[config.mk]
export PLATFORM = sky130hd
export DESIGN_NAME = swdik_cell
export DESIGN_NICKNAME = d
export VERILOG_FILES = /design/src/rtl/swdik_pkg.sv /design/src/rtl/swdik_cell.sv
export SDC_FILE = /design/constraint.sdc
export NUM_CORES = 2
export LEC_CHECK = 0
export ABC_AREA = 1
export BUFFER_PORTS_ARGS = -buffer_cell sky130_fd_sc_hd__buf_2
export CORE_ASPECT_RATIO = 0.75
export CORE_MARGIN = 2
export CORE_UTILIZATION = 30
export CTS_CLUSTER_SIZE = 16
export DETAILED_ROUTE_END_ITERATION = 12
export MAX_ROUTING_LAYER = met4
export PLACE_DENSITY = 0.46
export SYNTH_ARGS = -nofsm -noshare
export SYNTH_HDL_FRONTEND = slang
export SYNTH_SLANG_ARGS = --single-unit
[constraint.sdc]
create_clock -name clk_i -period 22.4 [get_ports clk_i]
set_clock_uncertainty 0.1 [all_clocks]
set_input_delay 2.24 -clock clk_i [delete_from_list [all_inputs] [get_ports clk_i]]
set_output_delay 2.24 -clock clk_i [all_outputs]
set_load 0.02 [all_outputs]
[src/rtl/swdik_pkg.sv]
`default_nettype none

package swdik_pkg;

  // CORDIC depth, valid range 8..24
  localparam int ROTATION_STEPS = 16;
  localparam int NUM_LANES      = 4;
  localparam int STEP_W         = 5;

  // datapath widths: x/y in Q.24 metres/s, z in Q.24 radians
  localparam int XW = 36;
  localparam int ZW = 28;
  localparam int AW = 16;
  localparam int SW = 20;

  localparam logic signed [ZW-1:0] PI_Q24      = 28'sd52707179;
  localparam logic signed [AW:0]   ANGLE_LIMIT = 17'sd25736;
  localparam logic [29:0]          INV_GAIN    = 30'd652032874;
  localparam logic [SW-1:0]        SPIN_MAX    = 20'hFFFFF;

  // register indexes (byte address / 4)
  localparam logic [1:0] REG_X_OFFSET = 2'd0;
  localparam logic [1:0] REG_Y_OFFSET = 2'd1;
  localparam logic [1:0] REG_INV_RAD  = 2'd2;

  typedef struct packed {
    logic signed [XW-1:0] x;
    logic signed [XW-1:0] y;
    logic signed [ZW-1:0] z;
    logic                 zero;
  } lane_t;

  typedef lane_t [NUM_LANES-1:0] lanes_t;

  function automatic logic signed [ZW-1:0] atan_q24(input logic [STEP_W-1:0] i);
    logic signed [ZW-1:0] r;
    r = '0;
    unique case (i)
      5'd0:  r = 28'sd13176795;
      5'd1:  r = 28'sd7778716;
      5'd2:  r = 28'sd4110060;
      5'd3:  r = 28'sd2086331;
      5'd4:  r = 28'sd1047214;
      5'd5:  r = 28'sd524117;
      5'd6:  r = 28'sd262123;
      5'd7:  r = 28'sd131069;
      5'd8:  r = 28'sd65536;
      5'd9:  r = 28'sd32768;
      5'd10: r = 28'sd16384;
      5'd11: r = 28'sd8192;
      5'd12: r = 28'sd4096;
      5'd13: r = 28'sd2048;
      5'd14: r = 28'sd1024;
      5'd15: r = 28'sd512;
      5'd16: r = 28'sd256;
      5'd17: r = 28'sd128;
      5'd18: r = 28'sd64;
      5'd19: r = 28'sd32;
      5'd20: r = 28'sd16;
      5'd21: r = 28'sd8;
      5'd22: r = 28'sd4;
      5'd23: r = 28'sd2;
      default: r = '0;
    endcase
    return r;
  endfunction

endpackage

`default_nettype wire

[src/rtl/swdik_cell.sv]
`default_nettype none

module swdik_cell (
  input  wire logic                        clk_i,
  input  wire logic                        rst_ni,
  input  wire logic [swdik_pkg::STEP_W-1:0] step_i,
  input  wire logic                        valid_i,
  output logic                             ready_o,
  input  wire swdik_pkg::lanes_t           lanes_i,
  output logic                             valid_o,
  input  wire logic                        ready_i,
  output swdik_pkg::lanes_t                lanes_o
);
  import swdik_pkg::*;

  logic   valid_q;
  lanes_t lanes_d, lanes_q;

  assign ready_o = !valid_q || ready_i;
  assign valid_o = valid_q;
  assign lanes_o = lanes_q;

  // one vectoring micro-rotation on all four lanes
  always_comb begin
    logic signed [XW-1:0] xs, ys;
    logic signed [ZW-1:0] at;
    at = atan_q24(step_i);
    for (int k = 0; k < NUM_LANES; k++) begin
      xs = lanes_i[k].x >>> step_i;
      ys = lanes_i[k].y >>> step_i;
      lanes_d[k].zero = lanes_i[k].zero;
      if (!lanes_i[k].y[XW-1]) begin
        lanes_d[k].x = lanes_i[k].x + ys;
        lanes_d[k].y = lanes_i[k].y - xs;
        lanes_d[k].z = lanes_i[k].z + at;
      end else begin
        lanes_d[k].x = lanes_i[k].x - ys;
        lanes_d[k].y = lanes_i[k].y + xs;
        lanes_d[k].z = lanes_i[k].z - at;
      end
    end
  end

  always_ff @(posedge clk_i or negedge rst_ni) begin
    if (!rst_ni) begin
      valid_q <= 1'b0;
    end else if (ready_o) begin
      valid_q <= valid_i;
    end
  end

  always_ff @(posedge clk_i) begin
    if (ready_o && valid_i) begin
      lanes_q <= lanes_d;
    end
  end

endmodule

`default_nettype wire

==> summary.txt <==
Status: finished, final reports clean
CTS Hold Bufs: 0
Slew @ Worst Pin: 1.03 ns
Vias per Instance: 5.44
Fin crit period: 8.58 ns
Detail Route Antenna Nets: 0
CP required: 22.73 ns
Initial antenna violation count: 55
Vias in the first global route: 63,900
Syn Area/Cell: 6.03 µm²
GRT Util Overall: 0.313
Initial Util: 0.301
Synthesized flop and latch total: 405
RSZ-0062 raised after global routing: false
Leakage power: 33.8 nW
Max frequency: 117 MHz
Clock Tree Buf Depth: 3
Die H: 391 µm
FILL cells: 22,500
Syn Inst Count: 9,945
Worst path max stage delay: 0.66 ns
Largest net degree at the start of global routing: 197
# IOs: 819
Vias: 72,100
Root Buffer: clkbuf_16
CTS H-tree lvls: 2
Gr ovfl total: 0
Core area: 0.199 mm²
Register area share after synthesis: 0.203
PortBufs: 818
First-pass GRT wire length: 456,000 µm
Crit end category: flop
Crit start category: input port
Post-DP HPWL: 273,000 µm
Syn nets: 10,800
Syn-to-layout area delta: 13.2%
Die footprint: 0.204 mm²
Slew Viols, Final: 0
Routed wire length on met3: 30,700 µm
Layout cells sized above 1: 0.101
CP Buf/Inv Count: 7
DRC Markers: 0
Distinct cells, synth: 56
Critical path origin: step_i[1]
Placer congestion estimate: 1.02
Die Wd: 520 µm
Crit share post-route: 0.383
Met1 WL: 164,000 µm
Crit-path most repeated cell: nand2_1
Min-delay worst type: reg2reg
Total wire length: 326,000 µm
Total negative slack: 0 ns
Family with the most delay on the worst path: compound AO/OA/AOI/OAI gates
Power per standard cell area: 67.3 mW/mm²
Post-synth ARST share: 0.00247
Crit path DAT: 8.91 ns
Final Util: 0.341
1st-pass router iterations: 6
Avg WL per Cell: 24.7 µm
Post-synth top area share: 0.210
Final setup vio count: 0
R2R Path Start: valid_o
Worst R2R Path Depth: 5
Post-CTS Setup Bufs: 0
Post-CTS Resized: 0
Total Power: 4.57 mW
Met2 wire len: 127,000 µm
TritonCTS clock tree: yes
Peak supply drop: 64.4 µV
Cell Area, Placed: 0.0661 mm²
Initial DRC Count: 8,896
Post-route cell area: 0.0679 mm²
Highest metal used: met4
Fin. Hold Viols: 0
Clock sinks: 405
Slew margin rel.: 0.316
Hold path depth: 2
Crit path max fanout: 101
Skew-Pair Late Insertion Delay: 0.69 ns
CP max stage cell: o21ai_0
Area of the mapped netlist: 0.0600 mm²
Worst hold start: valid_o
Top cells by area, synth: nand2_1, edfxtp_1, nand3_1, ha_1, xor2_1
Critical path depth: 27
Setup CP Type: in2reg
Cell taking the most area after synthesis: nand2_1
Synth Warn #: 0
Clock Pin Slew Worst Setup and Hold Paths: 0.06 ns
# nets final: 11,300
Primary FF master, synth: edfxtp_1
Row count: 142
EDFF count, synth: 404
Max-Cap Viols: 0
TritonCTS buffer count: 50
==> cell type report <==
cell class,instances,area [µm²],area share
diodes,32,80.1,0.00118
clock buffers,60,1310,0.0193
clock inverters,33,383,0.00564
inverters,880,3340,0.0492
multi-input cells,8299,42800,0.630
flip-flops and latches,405,12200,0.179
well taps,2664,3330,0.0491
repair buffers,867,4540,0.0669
==> final timing paths <==
kind	endpoint	slack (ns)
worst max-delay path	lanes_o[54]	13.82
worst min-delay path	valid_o	0.49
worst max register to register	lanes_o[235]	18.30
worst min register to register	valid_o	0.49
max in group asynchronous	valid_o	20.91
min in group asynchronous	valid_o	1.21
==> cell usage after synthesis, drive strengths merged (4+ instances only) <==
cell type  instances
nand4             60
ha               406
nor3              50
or3                4
inv              879
o21a              17
o21bai            16
nand3           1676
xnor2            164
fa                12
edfxtp           404
clkbuf            94
and2               9
nor2             824
xor2             369
o21ai            421
nand2           3378
and3               5
a31oi             71
a21oi            589
o221ai            20
nand3b            56
a21boi            24
o211ai            25
a21o              43
nor4              21
o31ai              7
buf              267
a211oi            14
==> placed cells by master, fill, tap and decap left out, types with 17 or more instances in the layout <==
cell,count
nand2_1,3363
nand3_1,1665
inv_1,853
buf_2,813
nor2_1,784
a21oi_1,580
ha_1,406
edfxtp_1,404
o21ai_0,379
xor2_1,369
xnor2_1,164
a31oi_1,71
nand4_1,60
nand3b_1,56
clkbuf_16,51
buf_4,46
nor3_1,44
a21o_1,43
diode_2,32
o21ai_1,30
nor2_2,26
o211ai_1,24
a21boi_0,24
nor4_1,21
o221ai_1,20
inv_2,18
o21a_1,17
==> routing by layer <==
layer	vias to the layer above	track usage
met4	0	0.0533
met3	243	0.0559
met2	3356	0.414
li1	34300	-
met1	34200	0.485
met5	-	-
==> registers in the layout, indices dropped and copies added (netlist names) <==
register / count
valid_o: 1
lanes_o: 404
==> cells by family (layout without fill, tap and decap cells) <==
group                    after synthesis  after routing  synth area share
XOR/XNOR                             533            533            0.0778
adder cells (fa/ha/maj)              418            418            0.0887
flip-flops                           405            405             0.203
AND/OR/NAND/NOR                     6090           6090             0.430
other                                  0             32                 0
AO/OA/AOI/OAI                       1258           1258             0.116
buffers and inverters               1241           1840            0.0852
==> worst min-delay path, stage by stage, from the launching register on <==
cell and delay, ns:
dfrtp_1 0.41, nand2_1 0.09, nand2_1 0.06
==> power by group <==
group | internal (mW) | leakage (nW) | total (mW) | switching (mW)
clock network | 0.490 | 0.816 | 0.883 | 0.394
registers | 1.06 | 3.86 | 1.11 | 0.0482
logic | 0.757 | 29.1 | 2.58 | 1.82
==> through the flow <==
step,hold slack [ns],setup slack (ns),instances
global placement,0.462,13.31,13100
CTS,0.502,14.01,13200
finish,0.494,13.82,13200
global route,0.554,13.48,13200
detailed placement,0.486,13.28,13100
floorplan,0.684,7.74,9945
(Power assumes the default switching activity.)
