[config.mk]
export PLATFORM = sky130hd
export DESIGN_NAME = swdik_front
export DESIGN_NICKNAME = d
export VERILOG_FILES = /design/src/rtl/swdik_pkg.sv /design/src/rtl/swdik_front.sv
export SDC_FILE = /design/constraint.sdc
export NUM_CORES = 2
export LEC_CHECK = 0
export BUFFER_PORTS_ARGS = -buffer_cell sky130_fd_sc_hd__buf_2
export CAP_MARGIN = 20
export CORE_MARGIN = 1.5
export CORE_UTILIZATION = 55
export DETAILED_ROUTE_END_ITERATION = 10
export GPL_ROUTABILITY_DRIVEN = 0
export HOLD_SLACK_MARGIN = 0.06
export PLACE_DENSITY_LB_ADDON = 0.15
export SETUP_SLACK_MARGIN = 0.15
export SYNTH_ARGS = -nofsm -noshare
export SYNTH_HDL_FRONTEND = slang
export SYNTH_SLANG_ARGS = --single-unit
[constraint.sdc]
create_clock -name clk_i -period 7.1 [get_ports clk_i]
set_input_delay 1.775 -clock clk_i [delete_from_list [all_inputs] [get_ports clk_i]]
set_output_delay 1.775 -clock clk_i [all_outputs]
set_load 0.02 [all_outputs]
[src/rtl/swdik_pkg.sv]
`default_nettype none

package swdik_pkg;

  // CORDIC depth, valid range 8..24
  localparam int ROTATION_STEPS = 16;
  localparam int NUM_LANES      = 4;
  localparam int STEP_W         = 5;

  // datapath widths: x/y in Q.24 metres/s, z in Q.24 radians
  localparam int XW = 36;
  localparam int ZW = 28;
  localparam int AW = 16;
  localparam int SW = 20;

  localparam logic signed [ZW-1:0] PI_Q24      = 28'sd52707179;
  localparam logic signed [AW:0]   ANGLE_LIMIT = 17'sd25736;
  localparam logic [29:0]          INV_GAIN    = 30'd652032874;
  localparam logic [SW-1:0]        SPIN_MAX    = 20'hFFFFF;

  // register indexes (byte address / 4)
  localparam logic [1:0] REG_X_OFFSET = 2'd0;
  localparam logic [1:0] REG_Y_OFFSET = 2'd1;
  localparam logic [1:0] REG_INV_RAD  = 2'd2;

  typedef struct packed {
    logic signed [XW-1:0] x;
    logic signed [XW-1:0] y;
    logic signed [ZW-1:0] z;
    logic                 zero;
  } lane_t;

  typedef lane_t [NUM_LANES-1:0] lanes_t;

  function automatic logic signed [ZW-1:0] atan_q24(input logic [STEP_W-1:0] i);
    logic signed [ZW-1:0] r;
    r = '0;
    unique case (i)
      5'd0:  r = 28'sd13176795;
      5'd1:  r = 28'sd7778716;
      5'd2:  r = 28'sd4110060;
      5'd3:  r = 28'sd2086331;
      5'd4:  r = 28'sd1047214;
      5'd5:  r = 28'sd524117;
      5'd6:  r = 28'sd262123;
      5'd7:  r = 28'sd131069;
      5'd8:  r = 28'sd65536;
      5'd9:  r = 28'sd32768;
      5'd10: r = 28'sd16384;
      5'd11: r = 28'sd8192;
      5'd12: r = 28'sd4096;
      5'd13: r = 28'sd2048;
      5'd14: r = 28'sd1024;
      5'd15: r = 28'sd512;
      5'd16: r = 28'sd256;
      5'd17: r = 28'sd128;
      5'd18: r = 28'sd64;
      5'd19: r = 28'sd32;
      5'd20: r = 28'sd16;
      5'd21: r = 28'sd8;
      5'd22: r = 28'sd4;
      5'd23: r = 28'sd2;
      default: r = '0;
    endcase
    return r;
  endfunction

endpackage

`default_nettype wire

[src/rtl/swdik_front.sv]
`default_nettype none

module swdik_front (
  input  wire logic                   clk_i,
  input  wire logic                   rst_ni,
  input  wire logic                   valid_i,
  output logic                        ready_o,
  input  wire logic signed [15:0]     vel_x_i,
  input  wire logic signed [15:0]     vel_y_i,
  input  wire logic signed [15:0]     yaw_rate_i,
  input  wire logic [14:0]            x_off_i,
  input  wire logic [14:0]            y_off_i,
  output logic                        valid_o,
  input  wire logic                   ready_i,
  output swdik_pkg::lanes_t           lanes_o
);
  import swdik_pkg::*;

  logic                 va_q, vb_q;
  logic                 rdy_a, rdy_b;
  logic signed [15:0]   vx_q, vy_q;
  logic signed [31:0]   wx_q, wy_q;
  lanes_t               lanes_d, lanes_q;

  assign rdy_b   = !vb_q || ready_i;
  assign rdy_a   = !va_q || rdy_b;
  assign ready_o = rdy_a;
  assign valid_o = vb_q;
  assign lanes_o = lanes_q;

  // stage A: yaw rate times offsets
  always_ff @(posedge clk_i or negedge rst_ni) begin
    if (!rst_ni) begin
      va_q <= 1'b0;
    end else if (rdy_a) begin
      va_q <= valid_i;
    end
  end

  always_ff @(posedge clk_i) begin
    if (rdy_a && valid_i) begin
      vx_q <= vel_x_i;
      vy_q <= vel_y_i;
      wx_q <= yaw_rate_i * $signed({1'b0, x_off_i});
      wy_q <= yaw_rate_i * $signed({1'b0, y_off_i});
    end
  end

  // stage B: module vectors, folded into the right half plane
  always_comb begin
    logic signed [XW-1:0] vx, vy, wx, wy;
    logic signed [XW-1:0] cx [NUM_LANES];
    logic signed [XW-1:0] cy [NUM_LANES];
    vx = $signed({{(XW-28){vx_q[15]}}, vx_q, 12'b0});
    vy = $signed({{(XW-28){vy_q[15]}}, vy_q, 12'b0});
    wx = $signed({{(XW-32){wx_q[31]}}, wx_q});
    wy = $signed({{(XW-32){wy_q[31]}}, wy_q});
    cx[0] = vx - wy;  cy[0] = vy + wx;   // front left
    cx[1] = vx + wy;  cy[1] = vy + wx;   // front right
    cx[2] = vx - wy;  cy[2] = vy - wx;   // rear left
    cx[3] = vx + wy;  cy[3] = vy - wx;   // rear right
    for (int k = 0; k < NUM_LANES; k++) begin
      lanes_d[k].zero = (cx[k] == '0) && (cy[k] == '0);
      if (cx[k][XW-1]) begin
        lanes_d[k].x = -cx[k];
        lanes_d[k].y = -cy[k];
        lanes_d[k].z = cy[k][XW-1] ? -PI_Q24 : PI_Q24;
      end else begin
        lanes_d[k].x = cx[k];
        lanes_d[k].y = cy[k];
        lanes_d[k].z = '0;
      end
    end
  end

  always_ff @(posedge clk_i or negedge rst_ni) begin
    if (!rst_ni) begin
      vb_q <= 1'b0;
    end else if (rdy_b) begin
      vb_q <= va_q;
    end
  end

  always_ff @(posedge clk_i) begin
    if (rdy_b && va_q) begin
      lanes_q <= lanes_d;
    end
  end

endmodule

`default_nettype wire

==> results.md <==
Timing:
- In the post-route analysis, the smallest setup slack over all paths is 310.1 ps.
- The number of endpoints failing setup at the final stage is 0.
- On the final layout, the worst hold slack is between 400 and 500 ps.
- The number of hold-slack violations in the final timing report is 0.
- The peak clock frequency supported by timing is 147.3 MHz.
- On the final layout, the worst clock skew is ~27 ps.
- At the pin with the least slew margin, the transition time is around 990 ps.
- The count of pins over their slew limit was 0.
- The final critical path takes up between 90% and 100% of the cycle.
- The worst-case headroom to the max-slew limit is between 30% and 40%.
- The time the final worst path needs with I/O delays and setup is 6790 ps.
- Setup repair after global routing could not meet its margin everywhere.

Synthesis:
- The netlist area before placement is approximately 39000 um2.
- The top cell type by area accounts for about a quarter of the synthesized area.
- The Yosys step of the flow raised 0 warnings.
- In this run, synthesis inferred ~320 flip-flops with an integrated enable.
- Of the total synthesized cell area, the portion taken by AND, OR, NAND and NOR gates is between 10% and 20%.
- The portion of synthesized area spent on multiplexers is less than 1%.
- The register area share after synthesis is approximately a quarter.
- Counting distinct cell types in the post-synthesis netlist gives 96.
- After Yosys synthesis, full adders, half adders and majority gates account for 33.01% of the synthesized area.
- After synthesis the netlist holds a flip-flop and latch count of roughly 320.
- The commonest register cell after synthesis is edfxtp_1.
- A synthesized cell averages approximately 9.7 um2.
- The cell taking the most area after synthesis is fa_1.
- The largest family of logic cells by synthesized area is adder cells.
- The post-synthesis xor/xnor area fraction is 6.881%.
- Summing the areas of all compound-gate instances in the mapped netlist gives under 10% of the synthesized area.
- Synthesis produced 4081 cells.
- The post-synthesis async set-or-reset flop share is less than 1%.
- In the post-synthesis netlist, the biggest area contributors are fa_1, edfxtp_1, ha_1.

Global route:
- The global route total overflow is 0.
- The global routing usage summed across all routing layers is roughly a quarter.
- The first-pass GRT wire length is around 160000 um.
- The number of global-route vias before repair is approximately 29000.
- Entering global routing, the biggest net connects around 150 pins.
- The initial antenna violation count is 3.

Routing:
- Using the TritonRoute via totals, the vias-per-cell ratio works out to about 5.3.
- The average detailed-routed wire length per instance is between 15 and 20 um.
- In this run the remaining antenna-violating nets after routing total 0.
- The total detailed-routing wirelength is 97240 um.
- The number of remaining DRC errors is 0.
- The first-pass iteration count of the detailed router is 6.
- In this run, the number of DRC markers left after iteration 0 of detailed routing was around 2100.
- Detailed routing inserted a total of between 20000 and 30000 vias.

Worst setup path:
- The largest fanout on the critical path is 11.
- STA classifies the critical path endpoint as a flop.
- The required time of the worst setup path is roughly 7400 ps.
- The data arrival at the endpoint of the critical path is a little over 7000 ps.
- The type of the worst setup path is in2reg.
- The element type at the critical path start is an input port.

Placement:
- Timing analysis after detailed placement gives a worst setup slack of -503.9 ps.
- The port buffer count is between 400 and 500.
- Summing all placed instances gives a cell area of around 44000 um2.
- Detailed placement ended at an HPWL of a little over 80000 um.

Outcome:
- The flow ran to the end, and the final reports show no timing, DRC or antenna violations.

Clock network:
- The TritonCTS sink count is 324.
- The clock transition at the register clock pins on the worst setup and hold paths after CTS is about 60 ps.
- The H-tree level count is 2.
- The clock passes through at most 3 buffers.
- TritonCTS built the clock tree.
- For the worst-skew pair, the clock arrives at the later sink with an insertion delay of about 550 ps.
- In this run, CTS created clock tree buffers numbering 35.
- Clock tree synthesis selected as its root buffer the cell clkbuf_16.

Final layout:
- The library cell used most frequently in the layout, excluding fill and tap cells, is inv_1.
- The library cells used most frequently in the layout, excluding fill and tap cells, are inv_1, fa_1, buf_2.
- The post-layout net count is between 5000 and 6000.
- The final cell utilization of the core is 63.53%.
- Once layout is done, the placed cells without fillers occupy 45260 um2.
- From synthesis to final layout, the design area changed by 14.77%.
- The fraction of layout cells with a size suffix above 1 is between 20 and 25%.

Die:
- The initialized floorplan defines slightly below 100 standard-cell rows.
- The initial utilization of the core area, before any placement, comes to 55.36%.
- The count of boundary I/O pins is 488.
- The floorplan step set the die width to 270.8 um.
- The die height is about 270 um.
- The die covers between 70000 and 80000 um2.
- In this run the standard cell core region covers between 70000 and 80000 um2.

Flow run:
- The number of max-cap violations is 0.

Worst hold path:
- The min-delay analysis places its worst path in the category reg2reg.
==> Yosys cell counts (all sizes together), types with 17 or more instances <==
| library cell | count |
|---|---|
| inv | 666 |
| fa | 494 |
| nand2 | 387 |
| edfxtp | 322 |
| and2 | 269 |
| ha | 250 |
| xnor2 | 213 |
| buf | 200 |
| nor2 | 178 |
| a21oi | 146 |
| clkbuf | 146 |
| xor2 | 96 |
| o21ai | 89 |
| nor3 | 77 |
| a21o | 42 |
| nor2b | 31 |
| nand2b | 30 |
| nand3 | 30 |
| nor4 | 29 |
| a211oi | 28 |
| nand4 | 28 |
| or3 | 27 |
| o31ai | 24 |
| and3 | 22 |
| o21bai | 22 |
| a31oi | 20 |
| o21a | 17 |
==> stage by stage <==
| stage | setup TNS [ps] | instances |
|---|---|---|
| final | 0 | 5539 |
| after global routing | 0 | 5539 |
| after CTS | 0 | 5535 |
| after detailed placement | -9371 | 5471 |
| after global placement | -7294 | 5470 |
| after floorplan | 0 | 4086 |
==> path summary, 6_finish.rpt <==
| check | cells past startpoint | from | to | slack, ps |
|---|---|---|---|---|
| setup / recovery | 23 | yaw_rate_i[13] | wy_q[29]$_DFFE_PP_ | 310 |
| hold / removal | 1 | va_q$_DFFE_PN0N_ | valid_o$_DFFE_PN0P_ | 500 |
| setup reg to reg | 13 | wx_q[1]$_DFFE_PP_ | lanes_o[263]$_DFFE_PP_ | 1830 |
| hold reg to reg | 1 | va_q$_DFFE_PN0N_ | valid_o$_DFFE_PN0P_ | 500 |
| max in group asynchronous | 1 | rst_ni | valid_o$_DFFE_PN0P_ | 6010 |
| min in group asynchronous | 1 | rst_ni | va_q$_DFFE_PN0N_ | 1000 |
==> critical path: stages <==
cell and delay [ps]:
clkbuf_4 190, buf_6 170, and2_1 170, fa_1 530, inv_1 50, fa_1 480
inv_1 50, fa_1 500, fa_1 510, fa_1 490, inv_1 50, fa_1 470
inv_1 40, ha_1 300, buf_4 150, nand4_1 80, nor2_1 70, nand2_1 100
inv_1 60, a22o_4 240, a211oi_4 350, or3_1 170, nand4_1 70
==> per-layer routing <==
metal  vias to the layer above  wire length [um]  part of all wire (%)  GRT usage [%]
met2                       944             46360                    48          44.39
met4                         0              2388                   2.5          6.704
li1                      13950                 -                     -              -
met5                         -                 0                     0              0
met1                     14460             43100                    44          37.65
met3                       106              5398                   5.6          2.086
==> kinds of logic after synthesis <==
group,Yosys count
AOI/OAI and AO/OA,510
muxes,10
xor gates and xnor gates,309
other,1
adders and majority gates,744
DFF,324
buffers and inverters,1013
and+or+nand+nor,1170
==> cell type report <==
cell class	instances	area [um2]
fillers	5975	25980
inverters	667	2506
well taps	950	1189
clock buffers	47	972.2
clock inverters	17	216.5
multi-input cells	2749	25740
diodes	2	5.005
flip-flops and latches	324	9719
repair buffers	783	4912
==> state kept, by name (all words and copies together) (netlist names) <==
signal   cells
lanes_o    226
wx_q        32
wy_q        32
vx_q        16
vy_q        16
va_q         1
valid_o      1
==> what timing repair did <==
item | in CTS | in global routing
hold buffers | 0 | 0
gates resized for setup | 3 | 104
setup endpoints to repair | 6 | 22
buffers inserted | 0 | 1
pin swaps | 0 | 38
Power is left out: the tool's default activity adds up to more than one toggle a clock period on the data nets, which glitch-free logic cannot reach.
